### src/sv/assert_macros.svh
// ----------------------------------------------------------------------------
// Assertion macros for the emitter pool
// Shared concurrent assertion forms, clocked and reset-qualified.
// ----------------------------------------------------------------------------
`ifndef ASSERT_MACROS_SVH
`define ASSERT_MACROS_SVH

// Assert a property on a given clock, disabled while reset is low
`define PSEP_ASSERT_CLK(lbl, clk, rstn, prop, msg) \
    lbl: assert property (@(posedge clk) disable iff (!rstn) prop) else $error(msg);

// Assert a property on aclk, disabled while aresetn is low
`define PSEP_ASSERT(lbl, prop, msg) \
    `PSEP_ASSERT_CLK(lbl, aclk, aresetn, prop, msg)

`endif

### src/sv/psep_pkg.sv
`timescale 1ns / 1ps
// ----------------------------------------------------------------------------
// psep_pkg
// Types, codes and helpers shared by the emitter pool modules.
// ----------------------------------------------------------------------------
package psep_pkg;

    localparam int POOL_SIZE_DEF  = 64;
    localparam int MAX_SPAWNS_DEF = 32;

    localparam int IN_TDATA_W  = 232;
    localparam int OUT_TDATA_W = 104;

    // Command codes
    localparam logic [1:0] CMD_CREATE = 2'd0;
    localparam logic [1:0] CMD_UPDATE = 2'd1;
    localparam logic [1:0] CMD_STOP   = 2'd2;
    localparam logic [1:0] CMD_KILL   = 2'd3;

    // Result kinds
    localparam logic [1:0] KIND_CREATED = 2'd0;
    localparam logic [1:0] KIND_FULL    = 2'd1;
    localparam logic [1:0] KIND_SPAWN   = 2'd2;
    localparam logic [1:0] KIND_ACK     = 2'd3;

    localparam logic [31:0] LFSR_MASK = 32'h8020_0003;

    // Per-slot record held in the record memory
    typedef struct packed {
        logic [31:0] px;
        logic [31:0] py;
        logic [31:0] pz;
        logic [31:0] dcred;
        logic [31:0] tcred;
        logic [31:0] spacing;
        logic [31:0] interval;
        logic [31:0] jscale;
    } rec_t;

    typedef struct packed {
        logic active;
        logic emitting;
    } flag_t;

    typedef struct packed {
        logic  flag_we;
        flag_t flag_wd;
        logic  rec_we;
    } store_wr_t;

    typedef enum logic [4:0] {
        ST_CLEAR, ST_IDLE, ST_SRCH_RD, ST_SRCH_CHK, ST_CRT_DIV, ST_CRT_WR,
        ST_RD, ST_DEC, ST_DIFF, ST_SQ, ST_ACC, ST_SQRT, ST_CNT_DIV, ST_CRED,
        ST_JS_DIV, ST_INT_DIV, ST_STEP, ST_J_LFSR, ST_J_MOD, ST_J_R, ST_J_MUL,
        ST_J_OFF, ST_J_SUM, ST_EMIT
    } state_t;

    // Galois LFSR, one shift to the right
    function automatic logic [31:0] lfsr_step(input logic [31:0] v);
        return v[0] ? ((v >> 1) ^ LFSR_MASK) : (v >> 1);
    endfunction

    // Fold a word by bytes into a value congruent mod 201 (below 54571)
    function automatic logic [15:0] fold201(input logic [31:0] v);
        return 16'(v[31:24]) * 16'd148 + 16'(v[23:16]) * 16'd10
             + 16'(v[15:8]) * 16'd55 + 16'(v[7:0]);
    endfunction

    function automatic logic [31:0] add_sat(input logic [31:0] a, input logic [31:0] b);
        logic [32:0] s;
        s = {1'b0, a} + {1'b0, b};
        return s[32] ? 32'hFFFF_FFFF : s[31:0];
    endfunction

endpackage

### src/sv/psep_sqrt.sv
`timescale 1ns / 1ps
// ----------------------------------------------------------------------------
// psep_sqrt
// Integer square root of a 64-bit value, one result bit per cycle.
// ----------------------------------------------------------------------------
module psep_sqrt import psep_pkg::*; (
    input  logic        aclk,
    input  logic        aresetn,
    input  logic        start,
    input  logic [63:0] radicand,
    output logic        done,
    output logic [31:0] root
);

    logic        busy_reg, busy_next;
    logic        done_reg, done_next;
    logic [4:0]  cnt_reg, cnt_next;
    logic [63:0] v_reg, v_next;
    logic [63:0] res_reg, res_next;
    logic [63:0] bit_reg, bit_next;
    logic [63:0] rb;

    assign rb = res_reg + bit_reg;

    always_comb begin
        busy_next = busy_reg;
        done_next = 1'b0;
        cnt_next  = cnt_reg;
        v_next    = v_reg;
        res_next  = res_reg;
        bit_next  = bit_reg;
        if (start) begin
            busy_next = 1'b1;
            cnt_next  = '0;
            v_next    = radicand;
            res_next  = '0;
            bit_next  = 64'h4000_0000_0000_0000;
        end else if (busy_reg) begin
            // Take one digit pair
            if (v_reg >= rb) begin
                v_next   = v_reg - rb;
                res_next = (res_reg >> 1) + bit_reg;
            end else begin
                res_next = res_reg >> 1;
            end
            bit_next = bit_reg >> 2;
            cnt_next = cnt_reg + 5'd1;
            if (cnt_reg == 5'd31) begin
                busy_next = 1'b0;
                done_next = 1'b1;
            end
        end
    end

    always_ff @(posedge aclk) begin
        if (!aresetn) begin
            busy_reg <= 1'b0;
            done_reg <= 1'b0;
        end else begin
            busy_reg <= busy_next;
            done_reg <= done_next;
        end
    end

    always_ff @(posedge aclk) begin
        cnt_reg <= cnt_next;
        v_reg   <= v_next;
        res_reg <= res_next;
        bit_reg <= bit_next;
    end

    assign done = done_reg;
    assign root = res_reg[31:0];

endmodule

### config.mk
export PLATFORM = sky130hd
export DESIGN_NAME = psep_sqrt
export DESIGN_NICKNAME = d
export VERILOG_FILES = /design/src/sv/assert_macros.svh /design/src/sv/psep_pkg.sv /design/src/sv/psep_sqrt.sv
export SDC_FILE = /design/constraint.sdc
export NUM_CORES = 1
export LEC_CHECK = 0
export BUFFER_PORTS_ARGS = -buffer_cell sky130_fd_sc_hd__buf_2
export CORE_UTILIZATION = 40
export CTS_BUF_LIST = sky130_fd_sc_hd__clkbuf_4
export DETAILED_ROUTE_END_ITERATION = 16
export GPL_ROUTABILITY_DRIVEN = 1
export MAX_ROUTING_LAYER = met4
export PLACE_DENSITY = 0.55
export SLEW_MARGIN = 20
export SYNTH_ARGS = -nofsm -noshare
export SYNTH_HDL_FRONTEND = slang
export SYNTH_SLANG_ARGS = --single-unit
### constraint.sdc
create_clock -name aclk -period 9.85 [get_ports aclk]
set_clock_uncertainty 0.15 [all_clocks]
set_input_delay 1.97 -clock aclk [delete_from_list [all_inputs] [get_ports aclk]]
set_output_delay 1.97 -clock aclk [all_outputs]
set_load 0.05 [all_outputs]
==> impl_metrics.csv <==
group,metric,value,unit
layout,final-seq-area,0.00399,mm^2
floorplanning,die_w,200,um
floorplanning,die_height,200,um
timing,min_period,7.61,ns
pwr,clockPowerShare,11.6,%
min_path,hold_end,"res_reg[0]$_SDFFE_PP0P_",
min_path,worstHoldStart,"res_reg[0]$_SDFFE_PP0P_",
setup_path,reg2reg_depth,18,
status,status,"complete, no violations",
timing,rsz0062_at_grt,"false",
synth,yosysTopAreaCellShare,13.2,%
cts,hold_buffers,0,
setup_path,crit_type,"flip-flop to flip-flop",
pwr,powerDensity,241,mW/mm^2
synth,synth_area,0.0157,mm^2
route,drt-wirelength-per-cell,19.0,um
route,routed-via-count,14594,
setup_path,path_depth,18,
global_route,grt_pass1_wl,75.6,mm
pwr,leakage,6.29,nW
timing,slew-limit-headroom,28.7,%
cts,cts_buffers,17,
synth,yosys_register_bits,167,
pwr,comb_power_share,61.3,%
cts,clkTransAtPathRegs,0.17,ns
timing,hold_viol_final,0,
setup_path,crit_chain,"ha_1 -> a31oi_1 -> a211oi_1 -> a41oi_1 -> o211ai_2 -> a211oi_1 -> nor4_1 -> nor2_1 -> o21bai_1 -> a31oi_1 -> xor2_1 -> ha_1 -> nand4_1 -> nor4_1 -> o311ai_1 -> o211a_4 -> o21ai_4 -> buf_4",
cts,tritoncts,"done",
timing,setup_tns,0,ns
setup_path,startpoint_type,"flip-flop",
timing,tightestPinTransition,1.07,ns
timing,fmax,131,MHz
timing,setup_viol,0,
setup_path,r2r-end,"v_reg[7]$_DFFE_PP_",
layout,multiInputGateArea,0.0108,mm^2
pwr,p_int,2.01,mW
pwr,swShare,49.4,%
synth,synth.largest_area_cell,"dfxtp_1",
setup_path,reg2reg_slack,2.24,ns
flow_run,maxCapViolations,0,
floorplanning,rows,72,
placement,place_hpwl,36.0,mm
floorplanning,die_area,0.0399,mm^2
synth,synthArstFlopShare,0,%
floorplanning,coreArea,0.0386,mm^2
setup_path,crit_slowest_cell,"a211oi_1",
layout,nNetsFinal,2172,
synth,synthCells,1996,
cts,htreeDepth,4,
route,drc_errors,0,
setup_path,slowest_delay,0.80,ns
cts,post-cts-setup-buffers,0,
route,routed_wl,47.5,mm
layout,fillers,3963,
global_route,antenna_found_initial,1,
cts,clk_latency,0.68,ns
setup_path,r2r_start,"res_reg[2]$_SDFFE_PP0P_",
global_route,first_global_vias,14146,
cts,cts.sinks,167,
synth,synth_nets,2196,
setup_path,cpLargestDelayFamily,"compound AO/OA/AOI/OAI gates",
synth,yosysWarningCount,0,
floorplanning,initial_core_util,40.5,%
global_route,grt_overflow,0,
synth,ys_top_cells_by_count,"nor2_1 (212), nand2_1 (208), o21ai_0 (157), ha_1 (132), a21oi_1 (129)",
setup_path,worst_ep_required_time,10.02,ns
placement,gp_congestion,0.917,
synth,synth.avg_cell_area,7.84,um^2
layout,area_growth,5.00,%
cts,clockRootBuffer,"clkbuf_4",
setup_path,arrival,7.79,ns
global_route,grt_usage,24.9,%
cts,ctsResizeCount,0,
pwr,seqPwrFrac,27.1,%
route,postRouteAntennaNets,0,
layout,drive_gt1_share,9.52,%
pwr,p_switching,1.96,mW
timing,min_period_over_period,77.3,%
setup_path,crit_path_max_fanout,54,
synth,yosysMostFrequentCell,"nor2_1",
cts,cts.path.max_buffers,2,
synth,synth_edf_count,64,
min_path,min_delay_path_depth,2,
floorplanning,ios,100,
synth,synth_area_leaders,"dfxtp_1 (13%), edfxtp_1 (12%), ha_1 (11%), nor2_1 (5.1%), o21ai_0 (5.0%)",
timing,slew_viol_final,0,
placement,io_buffers,99,
synth,synth_top_flop_cell,"dfxtp_1",
pwr,ir_worst_vdd,0.142,mV
synth,yosysUniqueCellTypes,83,
layout,final_cell_area,0.0164,mm^2
route,drt_first_pass_iters,5,
placement,place_area,0.0161,mm^2
min_path,hold_path.class,"flip-flop to flip-flop",
setup_path,critPathBufInv,1,
global_route,grt_max_degree,93,
route,dr.first_iter.drc_count,773,
route,vias_per_cell,5.83,
setup_path,cp-end-kind,"flip-flop",
synth,seq_area_frac_synth,25.4,%
[cells by family (layout without fill, tap and decap cells)]
logic type,Yosys count,after routing,share of synthesized area [%]
and+or+nand+nor,663,663,19.7
AOI/OAI and AO/OA,642,642,26.8
buffers and inverters,190,179,5.74
DFF,167,167,25.4
xor gates and xnor gates,154,154,8.62
adders and majority gates,133,133,10.7
muxes,47,47,3.01
other,0,1,0
[routing by layer]
| metal | global-route usage (%) | part of all wire (%) | up-vias |
|---|---|---|---|
| met3 | 4.59 | 4.4 | 64 |
| met2 | 42.8 | 49 | 323 |
| met5 | - | 0 | - |
| met1 | 29.3 | 44 | 6898 |
| li1 | - | - | 7309 |
| met4 | 7.61 | 2.5 | 0 |
[stage by stage]
stage	util (%)	instances	total power, mW	worst slack (ns)	hold slack [ns]
floorplan	-	1996	2.98	1.66	0.317
global placement	41.8	2471	3.47	2.50	0.335
detailed placement	41.8	2471	3.49	2.21	0.350
CTS	42.5	2503	3.96	2.15	0.375
global route	42.5	2504	4.29	1.75	0.408
finish	42.5	2504	3.96	2.24	0.374
[worst max-delay path by stage]
stage / end / startpoint
6_report: v_reg[7]$_DFFE_PP_ / res_reg[2]$_SDFFE_PP0P_
5_1_grt: v_reg[7]$_DFFE_PP_ / res_reg[2]$_SDFFE_PP0P_
4_1_cts: v_reg[38]$_DFFE_PP_ / res_reg[2]$_SDFFE_PP0P_
3_5_place_dp: v_reg[3]$_DFFE_PP_ / res_reg[2]$_SDFFE_PP0P_
3_3_place_gp: v_reg[4]$_DFFE_PP_ / res_reg[2]$_SDFFE_PP0P_
2_1_floorplan: v_reg[0]$_DFFE_PP_ / res_reg[18]$_SDFFE_PP0P_
[layout by cell type (no fill, tap or decap), types with 16 or more instances in the layout]
cell        n
a211oi_1   46
dfxtp_1   102
a21o_1     46
buf_2      98
nor2_1    212
ha_1      132
nand3_1    30
xnor2_1    86
mux2i_1    46
o21ai_0   156
nand4_1    57
inv_1      36
nand2_1   208
a31oi_1    58
nor3_1     27
or3_1      17
clkbuf_4   17
o211ai_1   16
o21bai_1   35
edfxtp_1   64
and2_1     24
xor2_1     68
a31o_2     20
a21oi_1   129
o21a_1     26
[tightest hold or removal path, delay by kind of cell, from the launching register on]
| family | cells | cell delay [ns] |
|---|---|---|
| flops | 1 | 0.36 |
| simple gates | 1 | 0.09 |
| compound gates | 1 | 0.05 |
[area by class of cell]
type	count	area share, %
Inverter	39	0.891
Sequential cell	167	24.3
Clock buffer	17	0.776
Multi-Input combinational cell	1639	65.7
Timing Repair Buffer	108	3.46
Antenna cell	1	0.0152
Tap cell	518	3.94
Clock inverter	15	0.997
[power by group through the flow]
stage	logic [mW]	registers (mW)	clock network [mW]
after floorplan	1.96	1.01	0
after global placement	2.38	1.09	0
after detailed placement	2.40	1.09	0
after CTS	2.41	1.08	0.476
after global routing	2.70	1.09	0.502
final	2.43	1.07	0.459
Power figures use the tool's default switching activity.
