===== config.mk =====
export PLATFORM = sky130hd
export DESIGN_NAME = psep_div
export DESIGN_NICKNAME = d
export VERILOG_FILES = /design/src/sv/assert_macros.svh /design/src/sv/psep_pkg.sv /design/src/sv/psep_div.sv
export SDC_FILE = /design/constraint.sdc
export NUM_CORES = 1
export LEC_CHECK = 0
export BUFFER_PORTS_ARGS = -buffer_cell sky130_fd_sc_hd__buf_4
export CORE_UTILIZATION = 60
export CTS_CLUSTER_DIAMETER = 60
export DETAILED_ROUTE_END_ITERATION = 8
export PLACE_DENSITY = 0.87
export SLEW_MARGIN = 20
export SYNTH_ARGS = -nofsm -noshare
export SYNTH_HDL_FRONTEND = slang
export SYNTH_SLANG_ARGS = --single-unit

===== constraint.sdc =====
create_clock -name aclk -period 5.1 [get_ports aclk]
set_clock_uncertainty 0.15 [all_clocks]
set_input_delay 0 -clock aclk [delete_from_list [all_inputs] [get_ports aclk]]
set_output_delay 0 -clock aclk [all_outputs]
set_load 0.005 [all_outputs]

===== src/sv/assert_macros.svh =====
// ----------------------------------------------------------------------------
// Assertion macros for the emitter pool
// Shared concurrent assertion forms, clocked and reset-qualified.
// ----------------------------------------------------------------------------
`ifndef ASSERT_MACROS_SVH
`define ASSERT_MACROS_SVH

// Assert a property on a given clock, disabled while reset is low
`define PSEP_ASSERT_CLK(lbl, clk, rstn, prop, msg) \
    lbl: assert property (@(posedge clk) disable iff (!rstn) prop) else $error(msg);

// Assert a property on aclk, disabled while aresetn is low
`define PSEP_ASSERT(lbl, prop, msg) \
    `PSEP_ASSERT_CLK(lbl, aclk, aresetn, prop, msg)

`endif


===== src/sv/psep_pkg.sv =====
`timescale 1ns / 1ps
// ----------------------------------------------------------------------------
// psep_pkg
// Types, codes and helpers shared by the emitter pool modules.
// ----------------------------------------------------------------------------
package psep_pkg;

    localparam int POOL_SIZE_DEF  = 64;
    localparam int MAX_SPAWNS_DEF = 32;

    localparam int IN_TDATA_W  = 232;
    localparam int OUT_TDATA_W = 104;

    // Command codes
    localparam logic [1:0] CMD_CREATE = 2'd0;
    localparam logic [1:0] CMD_UPDATE = 2'd1;
    localparam logic [1:0] CMD_STOP   = 2'd2;
    localparam logic [1:0] CMD_KILL   = 2'd3;

    // Result kinds
    localparam logic [1:0] KIND_CREATED = 2'd0;
    localparam logic [1:0] KIND_FULL    = 2'd1;
    localparam logic [1:0] KIND_SPAWN   = 2'd2;
    localparam logic [1:0] KIND_ACK     = 2'd3;

    localparam logic [31:0] LFSR_MASK = 32'h8020_0003;

    // Per-slot record held in the record memory
    typedef struct packed {
        logic [31:0] px;
        logic [31:0] py;
        logic [31:0] pz;
        logic [31:0] dcred;
        logic [31:0] tcred;
        logic [31:0] spacing;
        logic [31:0] interval;
        logic [31:0] jscale;
    } rec_t;

    typedef struct packed {
        logic active;
        logic emitting;
    } flag_t;

    typedef struct packed {
        logic  flag_we;
        flag_t flag_wd;
        logic  rec_we;
    } store_wr_t;

    typedef enum logic [4:0] {
        ST_CLEAR, ST_IDLE, ST_SRCH_RD, ST_SRCH_CHK, ST_CRT_DIV, ST_CRT_WR,
        ST_RD, ST_DEC, ST_DIFF, ST_SQ, ST_ACC, ST_SQRT, ST_CNT_DIV, ST_CRED,
        ST_JS_DIV, ST_INT_DIV, ST_STEP, ST_J_LFSR, ST_J_MOD, ST_J_R, ST_J_MUL,
        ST_J_OFF, ST_J_SUM, ST_EMIT
    } state_t;

    // Galois LFSR, one shift to the right
    function automatic logic [31:0] lfsr_step(input logic [31:0] v);
        return v[0] ? ((v >> 1) ^ LFSR_MASK) : (v >> 1);
    endfunction

    // Fold a word by bytes into a value congruent mod 201 (below 54571)
    function automatic logic [15:0] fold201(input logic [31:0] v);
        return 16'(v[31:24]) * 16'd148 + 16'(v[23:16]) * 16'd10
             + 16'(v[15:8]) * 16'd55 + 16'(v[7:0]);
    endfunction

    function automatic logic [31:0] add_sat(input logic [31:0] a, input logic [31:0] b);
        logic [32:0] s;
        s = {1'b0, a} + {1'b0, b};
        return s[32] ? 32'hFFFF_FFFF : s[31:0];
    endfunction

endpackage


===== src/sv/psep_div.sv =====
`timescale 1ns / 1ps
// ----------------------------------------------------------------------------
// psep_div
// Restoring unsigned divider, 33-bit dividend by 32-bit divisor, one
// quotient bit per cycle.
// ----------------------------------------------------------------------------
module psep_div import psep_pkg::*; (
    input  logic        aclk,
    input  logic        aresetn,
    input  logic        start,
    input  logic [32:0] dividend,
    input  logic [31:0] divisor,
    output logic        done,
    output logic [32:0] quot,
    output logic [31:0] rem
);

    logic        busy_reg, busy_next;
    logic        done_reg, done_next;
    logic [5:0]  cnt_reg, cnt_next;
    logic [32:0] quot_reg, quot_next;
    logic [31:0] rem_reg, rem_next;
    logic [31:0] dvs_reg, dvs_next;
    logic [32:0] trial;
    logic        ge;

    // Trial subtract of the shifted partial remainder
    assign trial = {rem_reg, quot_reg[32]};
    assign ge    = trial >= {1'b0, dvs_reg};

    always_comb begin
        busy_next = busy_reg;
        done_next = 1'b0;
        cnt_next  = cnt_reg;
        quot_next = quot_reg;
        rem_next  = rem_reg;
        dvs_next  = dvs_reg;
        if (start) begin
            busy_next = 1'b1;
            cnt_next  = '0;
            quot_next = dividend;
            rem_next  = '0;
            dvs_next  = divisor;
        end else if (busy_reg) begin
            rem_next  = ge ? 32'(trial - {1'b0, dvs_reg}) : trial[31:0];
            quot_next = {quot_reg[31:0], ge};
            cnt_next  = cnt_reg + 6'd1;
            if (cnt_reg == 6'd32) begin
                busy_next = 1'b0;
                done_next = 1'b1;
            end
        end
    end

    always_ff @(posedge aclk) begin
        if (!aresetn) begin
            busy_reg <= 1'b0;
            done_reg <= 1'b0;
        end else begin
            busy_reg <= busy_next;
            done_reg <= done_next;
        end
    end

    always_ff @(posedge aclk) begin
        cnt_reg  <= cnt_next;
        quot_reg <= quot_next;
        rem_reg  <= rem_next;
        dvs_reg  <= dvs_next;
    end

    assign done = done_reg;
    assign quot = quot_reg;
    assign rem  = rem_reg;

endmodule


==> flow_summary_export.csv, run 1 <==
group,metric,value,unit
cells_and_area,fill_cells,561,
place,routabilityCongestion,0.935,
cells_and_area,final_common_cell,"buf_4",
cells_and_area,layout_common_cells,"136 x buf_4, 66 x dlygate4sd3_1, 65 x edfxtp_1",
sta,fin_setup_tns,0,ns
sta,clock.fmax,275,MHz
synthesis,synth_compound_area_share,17.0,%
clocking,htree_levels,3,
synthesis,synth_mux_area_share,9.48,%
sta,fin_crit_sh,71.3,%
sta,slew_violations,0,
power,p_sw,0.752,mW
clocking,path_clk_slew,0.12,ns
cells_and_area,drive_gt1_share,24.6,%
drt,dr.first_iter.drc_count,550,
die,core,0.00991,mm^2
power,p_sw_share,33.3,%
synthesis,synthXorXnorAreaFrac,3.79,%
die,fp.dieH,104,um
power,intPower,1.51,mW
cells_and_area,largest_register_ffs,33,
drt,num_vias,5840,
drt,drc,0,
sta,fin_ws,1.46,ns
synthesis,async_reset_ff_share,0,%
power,power.leakage,3.47,nW
cells_and_area,syn_to_final_growth,30.3,%
die,start_util,63.0,%
sta,maxSlewHeadroom,45.6,%
sta,worst_pin_slew,0.817,ns
drt,ant_nets,0,
die,ios,134,
synthesis,synth_area,0.00624,mm^2
cells_and_area,regArea,0.00275,mm^2
setup_path,worstPathBufferInverterCount,1,
synthesis,synth_edf_count,65,
power,p_per_area,278,mW/mm^2
cells_and_area,multi_input_area,0.00315,mm^2
clocking,clk_latency,0.41,ns
setup_path,crit_type,"reg -> reg",
run_status,status,"finished clean",
die,die_w,104,um
power,power_frac_clock,23.4,%
global_routing,grt_use_total,35.1,%
clocking,cts_inserted_buffers,9,
sta,rsz0062_at_grt,"no",
global_routing,grt_pass1_wl,29800,um
power,ir_worst_vdd,0.291,mV
synthesis,syn_area_per_cell,10.1,um^2
synthesis,synth_top_family_by_area,"compound AO/OA/AOI/OAI gates",
place,place_ws,1.77,ns
sta,finalCriticalPeriod,3.64,ns
synthesis,syn_inst,621,
setup_path,critPathRequiredTime,5.26,ns
die,die_area,0.0108,mm^2
clocking,post_cts_buffers,0,
sta,hold_violations,0,
clocking,clkSinkCount,105,
drt,drt-total-wl,18600,um
synthesis,synthAdderAreaFrac,7.13,%
cells_and_area,finalNetCount,907,
setup_path,critical-path-top-delay-family,"compound AO/OA/AOI/OAI gates",
sta,setup_viol,0,
power,pwr-share-seq,46.0,%
die,rows,36,
setup_path,worst-path-max-fanout,4,
drt,drtPass1Iterations,5,
clocking,cts_buffer_depth,2,
clocking,clockRootBuffer,"clkbuf_8",
setup_path,path_cells,"inv_1 > ha_1 > fa_1 > nand2b_1 > a21oi_1 > o21ai_1 > a21boi_0 > nor4_1 > a311oi_1 > mux2i_1 > a211oi_1",
global_routing,grt_pass1_vias,6020,
drt,post_drt_wl_per_cell,19.7,um
setup_path,cp-end-kind,"flop",
place,hpwl,10900,um
drt,detail_route.vias_per_cell,6.19,
place,io_buffers,133,
global_routing,grt-ovfl-total,0,
worst_hold_path,hp-class,"in -> reg",
synthesis,yosysUniqueCellTypes,63,
global_routing,antenna_found_initial,1,
synthesis,ys_seq_area_share,44.1,%
setup_path,slowest_stage,"a21boi_0",
global_routing,grt_max_degree,65,
setup_path,cp-start-kind,"flop",
synthesis,ys_warn_count,0,
synthesis,ys_ff_latch,105,
synthesis,mappedNetlistNets,724,
setup_path,worst_path_largest_cell_delay,0.61,ns
clocking,cts_tree,"yes",
synthesis,yosys.area_share.simple,13.0,%
synthesis,synth_ff_type,"edfxtp_1",
power,combPwrFrac,30.6,%
run,drv_cap,0,
setup_path,worstPathArrival,3.79,ns
[per-stage QoR]
step                hold slack (ns)  cell area, um^2  util [%]  total power [mW]  cells
floorplan                   -0.0511             6240         -              1.45    621
global placement             0.0279             7280      73.4              1.64    860
global route                 0.0776             8140      82.1              2.35    943
CTS                          0.0542             8130      82.1              2.21    942
finish                       0.0673             8140      82.1              2.26    943
detailed placement           0.0293             7280      73.4              1.66    860
[logic make-up after synthesis]
logic type | Yosys count
buffers and inverters | 78
flip-flops | 105
adder cells (fa/ha/maj) | 35
AND/OR/NAND/NOR | 169
AO/OA/AOI/OAI | 152
XOR/XNOR | 27
multiplexers | 55
[area by class of cell]
cell class	instances	share of cell area, %
flip-flops and latches	105	33.8
diodes	1	0.0308
well taps	133	2.05
multi-input cells	438	38.8
clock inverters	6	0.738
clock buffers	10	1.69
inverters	48	2.21
repair buffers	202	20.7
[power by group through the flow]
stage          clock network, mW  registers, mW  logic (mW)
6_report                   0.528           1.04       0.692
5_1_grt                    0.562           1.05       0.743
4_1_cts                    0.523           1.03       0.656
3_5_place_dp                   0           1.05       0.611
3_3_place_gp                   0           1.05       0.588
2_1_floorplan                  0           1.04       0.410
[repair_timing]
item	CTS	global route
hold buffers	66	0
hold endpoints to repair	67	0
gates resized for setup	0	0
[final timing paths]
| check | depth (start not counted) | from | slack (ns) | end |
|---|---|---|---|---|
| max | 11 | quot[32] | 1.46 | rem[20] |
| min | 1 | start | 0.07 | dvs_reg[12] |
| max reg2reg | 11 | quot[32] | 1.46 | rem[20] |
| min reg2reg | 2 | cnt_reg[5] | 0.34 | done |
[layer usage]
layer | GRT usage (%) | up-vias | part of all wire [%]
met2 | 61.5 | 358 | 50
met1 | 39.8 | 2725 | 37
met3 | 8.40 | 96 | 7.5
met4 | 17.8 | 0 | 5.2
met5 | 0 | - | 0
li1 | - | 2661 | -
[synth_stat cells (12+ instances only)]
| master | instances | area share [%] |
|---|---|---|
| edfxtp_1 | 65 | 31 |
| nand2_1 | 40 | 2.4 |
| xnor2_1 | 17 | 2.4 |
| o21ai_0 | 24 | 1.9 |
| clkbuf_1 | 18 | 1.1 |
| nor2_1 | 55 | 3.3 |
| nand2b_1 | 12 | 1.2 |
| a21oi_1 | 33 | 2.6 |
| ha_1 | 34 | 6.8 |
| mux2_2 | 33 | 6.0 |
| dfxtp_1 | 40 | 13 |
| a211oi_1 | 23 | 2.8 |
| nand4_1 | 13 | 1.3 |
| inv_1 | 48 | 2.9 |
| mux2i_1 | 22 | 3.5 |
| nand3_1 | 16 | 1.3 |
[worst reg2reg max path: stages, from the launching register on]
cell and delay, ns:
edfxtp_1 0.42, inv_1 0.07, ha_1 0.24, fa_1 0.42, nand2b_1 0.21, a21oi_1 0.41, o21ai_1 0.22, a21boi_0 0.61
nor4_1 0.11, a311oi_1 0.31, mux2i_1 0.12, a211oi_1 0.25
Power figures use the tool's default switching activity.
==> inputs of run 2 (changes only) <==
--- a/config.mk
+++ b/config.mk
@@ -6,10 +6,10 @@
 export NUM_CORES = 1
 export LEC_CHECK = 0
 export BUFFER_PORTS_ARGS = -buffer_cell sky130_fd_sc_hd__buf_4
-export CORE_UTILIZATION = 60
+export CORE_UTILIZATION = 55
 export CTS_CLUSTER_DIAMETER = 60
 export DETAILED_ROUTE_END_ITERATION = 8
-export PLACE_DENSITY = 0.87
+export PLACE_DENSITY = 0.8
 export SLEW_MARGIN = 20
 export SYNTH_ARGS = -nofsm -noshare
 export SYNTH_HDL_FRONTEND = slang
==> constraint.sdc (replaced) <==
create_clock -name aclk -period 3.7 [get_ports aclk]
set_clock_uncertainty 0.15 [all_clocks]
set_input_delay 0 -clock aclk [delete_from_list [all_inputs] [get_ports aclk]]
set_output_delay 0 -clock aclk [all_outputs]
set_load 0.005 [all_outputs]
==> run 2 against run 1 <==
  * First-iteration DRC count decreased by 28%
  * Largest cell class unchanged
  * Total power increased by 46%
  * Die area increased by 8.9%
  * Global-route usage decreased by 4.6 points
  * Clock-buffer cell count unchanged
  * Utilization decreased by 6.7 points
  * Routed wire length decreased by 5.6%
  * Final area increased by 1.4%
  * Maximum frequency increased by 6.2%
  * Sequential cell count unchanged
  * Clock power increased by 76%
==> flow_summary_export.csv, run 2 (synthesized netlist as in run 1, its figures left out) <==
group,metric,value,unit
run_status,status,"finished clean",
cells_and_area,fin_area,0.00825,mm^2
sta,finalCriticalPeriod,3.43,ns
clocking,hold_buffers,67,
clocking,post_cts_resized,0,
drt,num_vias,5628,
setup_path,critPathRequiredTime,3.82,ns
setup_path,crit_cells,11,
setup_path,r2r_setup_slack,0.27,ns
clocking,clkSinkCount,105,
clocking,cts_tree,"yes",
power,pwr-share-seq,43.4,%
cells_and_area,instances_no_fill,952,
setup_path,worstPathArrival,3.55,ns
global_routing,grt_pass1_wl,27300,um
setup_path,path_cells,"inv_1 > ha_1 > fa_1 > nand2b_1 > a21oi_1 > o21ai_1 > a21boi_0 > nor4_1 > a311oi_1 > mux2i_1 > a211oi_1",
global_routing,grt_pass1_vias,5535,
die,die_w,109,um
sta,fin_crit_sh,92.6,%
cells_and_area,largest_register_ffs,33,
die,fp.dieH,109,um
clocking,cts_inserted_buffers,9,
sta,hold_violations,0,
drt,detail_route.vias_per_cell,5.91,
global_routing,grt-ovfl-total,0,
place,routabilityCongestion,0.922,
clocking,path_clk_slew,0.08,ns
power,p_per_area,400,mW/mm^2
clocking,clk_latency,0.37,ns
cells_and_area,diodes,0,
sta,maxSlewHeadroom,39.0,%
global_routing,antenna_found_initial,0,
drt,drt-total-wl,17500,um
cells_and_area,syn_to_final_growth,32.1,%
setup_path,worst_path_largest_cell_delay,0.61,ns
sta,fin_setup_tns,0,ns
place,io_buffers,133,
cells_and_area,multi_input_area,0.00315,mm^2
drt,drtPass1Iterations,5,
setup_path,worst-path-max-fanout,4,
die,start_util,57.1,%
power,power.leakage,3.51,nW
setup_path,critical-path-top-delay-family,"compound AO/OA/AOI/OAI gates",
clocking,post_cts_buffers,0,
clocking,htree_levels,3,
run,drv_cap,0,
power,ir_worst_vdd,0.454,mV
setup_path,rr_endpoint,"rem[20]",
cells_and_area,layout_common_cells,"138 x buf_4, 67 x dlygate4sd3_1, 65 x edfxtp_1",
power,p_sw_share,31.2,%
setup_path,crit_end,"rem[20]",
cells_and_area,regArea,0.00275,mm^2
sta,whs,0.200,ns
worst_hold_path,min_path_cells,2,
power,combPwrFrac,28.4,%
die,rows,38,
place,dp.cells,869,
drt,dr.first_iter.drc_count,396,
setup_path,startpoint,"quot[32]",
sta,rsz0062_at_grt,"no",
die,core,0.0109,mm^2
setup_path,reg2regPathDepth,11,
cells_and_area,drive_gt1_share,24.6,%
global_routing,grt_use_total,30.5,%
setup_path,cp-start-kind,"flop",
sta,clock.fmax,292,MHz
worst_hold_path,hp-class,"in -> reg",
drt,ant_nets,0,
place,hpwl,11000,um
setup_path,cp-end-kind,"flop",
sta,setup_viol,0,
power,p_sw,1.03,mW
drt,drc,0,
power,power_frac_clock,28.2,%
die,ios,134,
place,place_area,0.00730,mm^2
setup_path,slowest_stage,"a21boi_0",
global_routing,grt_max_degree,73,
sta,worst_pin_slew,0.915,ns
setup_path,reg2reg_from,"quot[32]",
clocking,clockRootBuffer,"clkbuf_16",
setup_path,crit_type,"reg -> reg",
power,intPower,2.27,mW
drt,post_drt_wl_per_cell,18.4,um
cells_and_area,finalNetCount,910,
sta,slew_violations,0,
die,die_area,0.0118,mm^2
cells_and_area,final_common_cell,"buf_4",
clocking,cts_buffer_depth,2,
setup_path,worstPathBufferInverterCount,1,
cells_and_area,fill_cells,744,
power,p_total,3.30,mW
==> run 2: changes by cell type in the layout (fill, tap and decap cells not counted), sizes merged <==
cell,delta
buf,+2
clkinvlp,+1
diode,-1
dlygate4sd3,+1
inv,-1
==> run 2: how the worst min path moves through the flow <==
stage / slack (ns) / to / startpoint
floorplan: -0.05 / dvs_reg[0] / divisor[0]
global placement: 0.03 / dvs_reg[16] / divisor[16]
detailed placement: 0.03 / dvs_reg[0] / divisor[0]
CTS: 0.19 / dvs_reg[19] / divisor[19]
global route: 0.20 / dvs_reg[11] / divisor[11]
finish: 0.20 / dvs_reg[11] / divisor[11]
==> run 2: power groups by stage <==
stage                     logic (mW)  registers [mW]  clock network, mW
after floorplan                0.565            1.44                  0
after global placement         0.826            1.44                  0
after detailed placement       0.848            1.45                  0
after CTS                      0.912            1.42              0.942
after global routing            1.02            1.44              0.973
final                          0.939            1.43              0.931
==> run 2: per-layer routing <==
| metal | GRT usage (%) | part of all wire [%] | vias to the layer above |
|---|---|---|---|
| met4 | 16.0 | 3.5 | 0 |
| met3 | 7.66 | 6.8 | 50 |
| li1 | - | - | 2655 |
| met2 | 50.6 | 49 | 242 |
| met5 | 0 | 0 | - |
| met1 | 36.4 | 41 | 2681 |
==> run 2: area by class of cell <==
class,instances,share of cell area [%]
clock buffers,10,2.77
multi-input cells,438,38.2
well taps,140,2.12
repair buffers,205,20.7
flip-flops and latches,105,33.4
inverters,48,2.18
clock inverters,6,0.637
==> run 2: through the flow <==
stage / setup WS [ns] / util [%]
CTS: 0.310 / 75.5
detailed placement: 0.354 / 66.8
finish: 0.274 / 75.5
global placement: 0.437 / 66.8
global route: 0.00488 / 75.5
floorplan: 0.734 / -
==> inputs of run 3 (changes only) <==
--- a/config.mk
+++ b/config.mk
@@ -10,7 +10,8 @@
 export CTS_CLUSTER_DIAMETER = 60
 export DETAILED_ROUTE_END_ITERATION = 8
 export PLACE_DENSITY = 0.8
-export SLEW_MARGIN = 20
+export REMOVE_ABC_BUFFERS = 1
+export SLEW_MARGIN = 30
 export SYNTH_ARGS = -nofsm -noshare
 export SYNTH_HDL_FRONTEND = slang
 export SYNTH_SLANG_ARGS = --single-unit
==> constraint.sdc (replaced) <==
create_clock -name aclk -period 3.2 [get_ports aclk]
set_clock_uncertainty 0.15 [all_clocks]
set_input_delay 0 -clock aclk [delete_from_list [all_inputs] [get_ports aclk]]
set_output_delay 0 -clock aclk [all_outputs]
set_load 0.005 [all_outputs]
==> run 3 against run 2 <==
  * Non-clock buffer count rose by 24
  * Worst hold slack lost 0.14 ns
  * Combinational power grew 26%
  * Via count up 1.3%
  * Critical path type unchanged
==> flow_summary_export.csv, run 3 (synthesized netlist as in run 1, its figures left out) <==
group,metric,value,unit
die,die_area,0.0118,mm^2
sta,setup_viol,0,
place,dp.cells,888,
sta,clock.fmax,321,MHz
power,ir_worst_vdd,0.437,mV
die,core,0.0109,mm^2
run_status,status,"finished clean",
cells_and_area,final_common_cell,"buf_4",
run,drv_cap,0,
global_routing,use_met1,37.1,%
clocking,htree_levels,3,
setup_path,slowest_stage,"a311o_2",
drt,drt-total-wl,18800,um
drt,num_vias,5700,
sta,fin_crit_sh,97.3,%
clocking,cts_inserted_buffers,9,
global_routing,grt-ovfl-total,0,
drt,post_drt_wl_per_cell,19.3,um
power,p_per_area,472,mW/mm^2
cells_and_area,drive_gt1_share,28.1,%
cells_and_area,multi_input_area,0.00322,mm^2
drt,dr.first_iter.drc_count,393,
cells_and_area,syn_to_final_growth,37.1,%
global_routing,grt_pass1_vias,5895,
die,die_w,109,um
cells_and_area,fill_cells,714,
setup_path,worstPathArrival,3.09,ns
place,io_buffers,133,
drt,ant_nets,0,
clocking,cts_buffer_depth,2,
cells_and_area,diodes,0,
sta,worst_pin_slew,0.965,ns
setup_path,worst_path_largest_cell_delay,0.53,ns
power,power.leakage,3.66,nW
sta,slew_violations,0,
clocking,clk_latency,0.37,ns
die,fp.dieH,109,um
setup_path,critPathRequiredTime,3.17,ns
sta,fin_setup_tns,0,ns
global_routing,grt_util_met3,8.56,%
clocking,clkSinkCount,105,
cells_and_area,fin_area,0.00856,mm^2
cells_and_area,finalNetCount,934,
clocking,clockRootBuffer,"clkbuf_16",
global_routing,grt_max_degree,49,
clocking,cts_tree,"yes",
sta,finalCriticalPeriod,3.11,ns
place,hpwl,12100,um
die,rows,38,
setup_path,cp-end-kind,"flop",
place,place_area,0.00745,mm^2
cells_and_area,instances_no_fill,976,
sta,maxSlewHeadroom,35.6,%
clocking,path_clk_slew,0.09,ns
global_routing,antenna_found_initial,0,
global_routing,busiest_layer,"met2",
die,start_util,57.1,%
cells_and_area,regArea,0.00275,mm^2
setup_path,crit_type,"reg -> reg",
cells_and_area,post-route-util,78.3,%
global_routing,grt_use_total,32.7,%
power,p_total,4.04,mW
setup_path,cp-start-kind,"flop",
worst_hold_path,hp-class,"in -> reg",
sta,rsz0062_at_grt,"yes",
cells_and_area,layout_common_cells,"159 x buf_4, 66 x dlygate4sd3_1, 65 x edfxtp_1",
drt,detail_route.vias_per_cell,5.84,
setup_path,path_cells,"ha_1 > a21oi_2 > o211ai_1 > a221oi_2 > nand2b_1 > a31oi_4 > a311o_2 > buf_6 > mux2_2",
place,routabilityCongestion,0.895,
die,ios,134,
drt,drc,0,
drt,drtPass1Iterations,5,
sta,hold_violations,0,
setup_path,worst-path-max-fanout,8,
global_routing,met2_usage,58.8,%
cells_and_area,largest_register_ffs,33,
global_routing,grt_pass1_wl,29200,um
run 3: per-stage QoR:
step	hold slack (ns)	setup WS (ns)
final	0.0603	0.0858
after global routing	0.0621	-0.00873
after CTS	0.0406	0.0103
after detailed placement	0.0295	-0.0992
after global placement	0.0285	0.110
after floorplan	-0.0821	-0.345
run 3: worst max-delay path, delay by kind of cell, from the launching register on:
kind | cells | cell delay (ns)
simple gates | 1 | 0.22
fa+ha+maj | 1 | 0.42
buf+inv | 1 | 0.17
mux | 1 | 0.26
compound gates | 5 | 1.32
flops | 1 | 0.34
run 3: routing by layer:
metal / share of wire [%] / routed length [um] / vias up
met1: 39 / 7380 / 2737
met4: 2.4 / 443 / 0
met3: 6.2 / 1170 / 42
met5: 0 / 0 / -
li1: - / - / 2708
met2: 52 / 9860 / 213
run 3: final timing paths:
kind	start	endpoint	slack [ns]	depth (start not counted)
max	rem[13]	quot[0]	0.09	9
min	start	dvs_reg[7]	0.06	1
max reg2reg	rem[13]	quot[0]	0.09	9
min reg2reg	cnt_reg[5]	cnt_reg[5]	0.34	2
run 3: area by class of cell:
| cell class | count | share of cell area, % |
|---|---|---|
| Clock buffer | 9 | 2.63 |
| Timing Repair Buffer | 229 | 22.3 |
| Tap cell | 140 | 2.05 |
| Inverter | 48 | 2.10 |
| Sequential cell | 105 | 32.2 |
| Multi-Input combinational cell | 438 | 37.6 |
| Clock inverter | 7 | 1.13 |
run 3: power breakdown:
group	total [mW]	switching, mW	internal, mW
registers	1.65	0.0843	1.57
logic	1.18	0.615	0.569
clock network	1.21	0.578	0.630
run 3: timing repair:
action                     in CTS  in global routing
gates resized for setup         0                 16
setup endpoints to repair      13                 27
hold endpoints to repair       67                  0
pin swaps                       1                  7
setup buffers                   3                  3
hold buffers                   66                  0
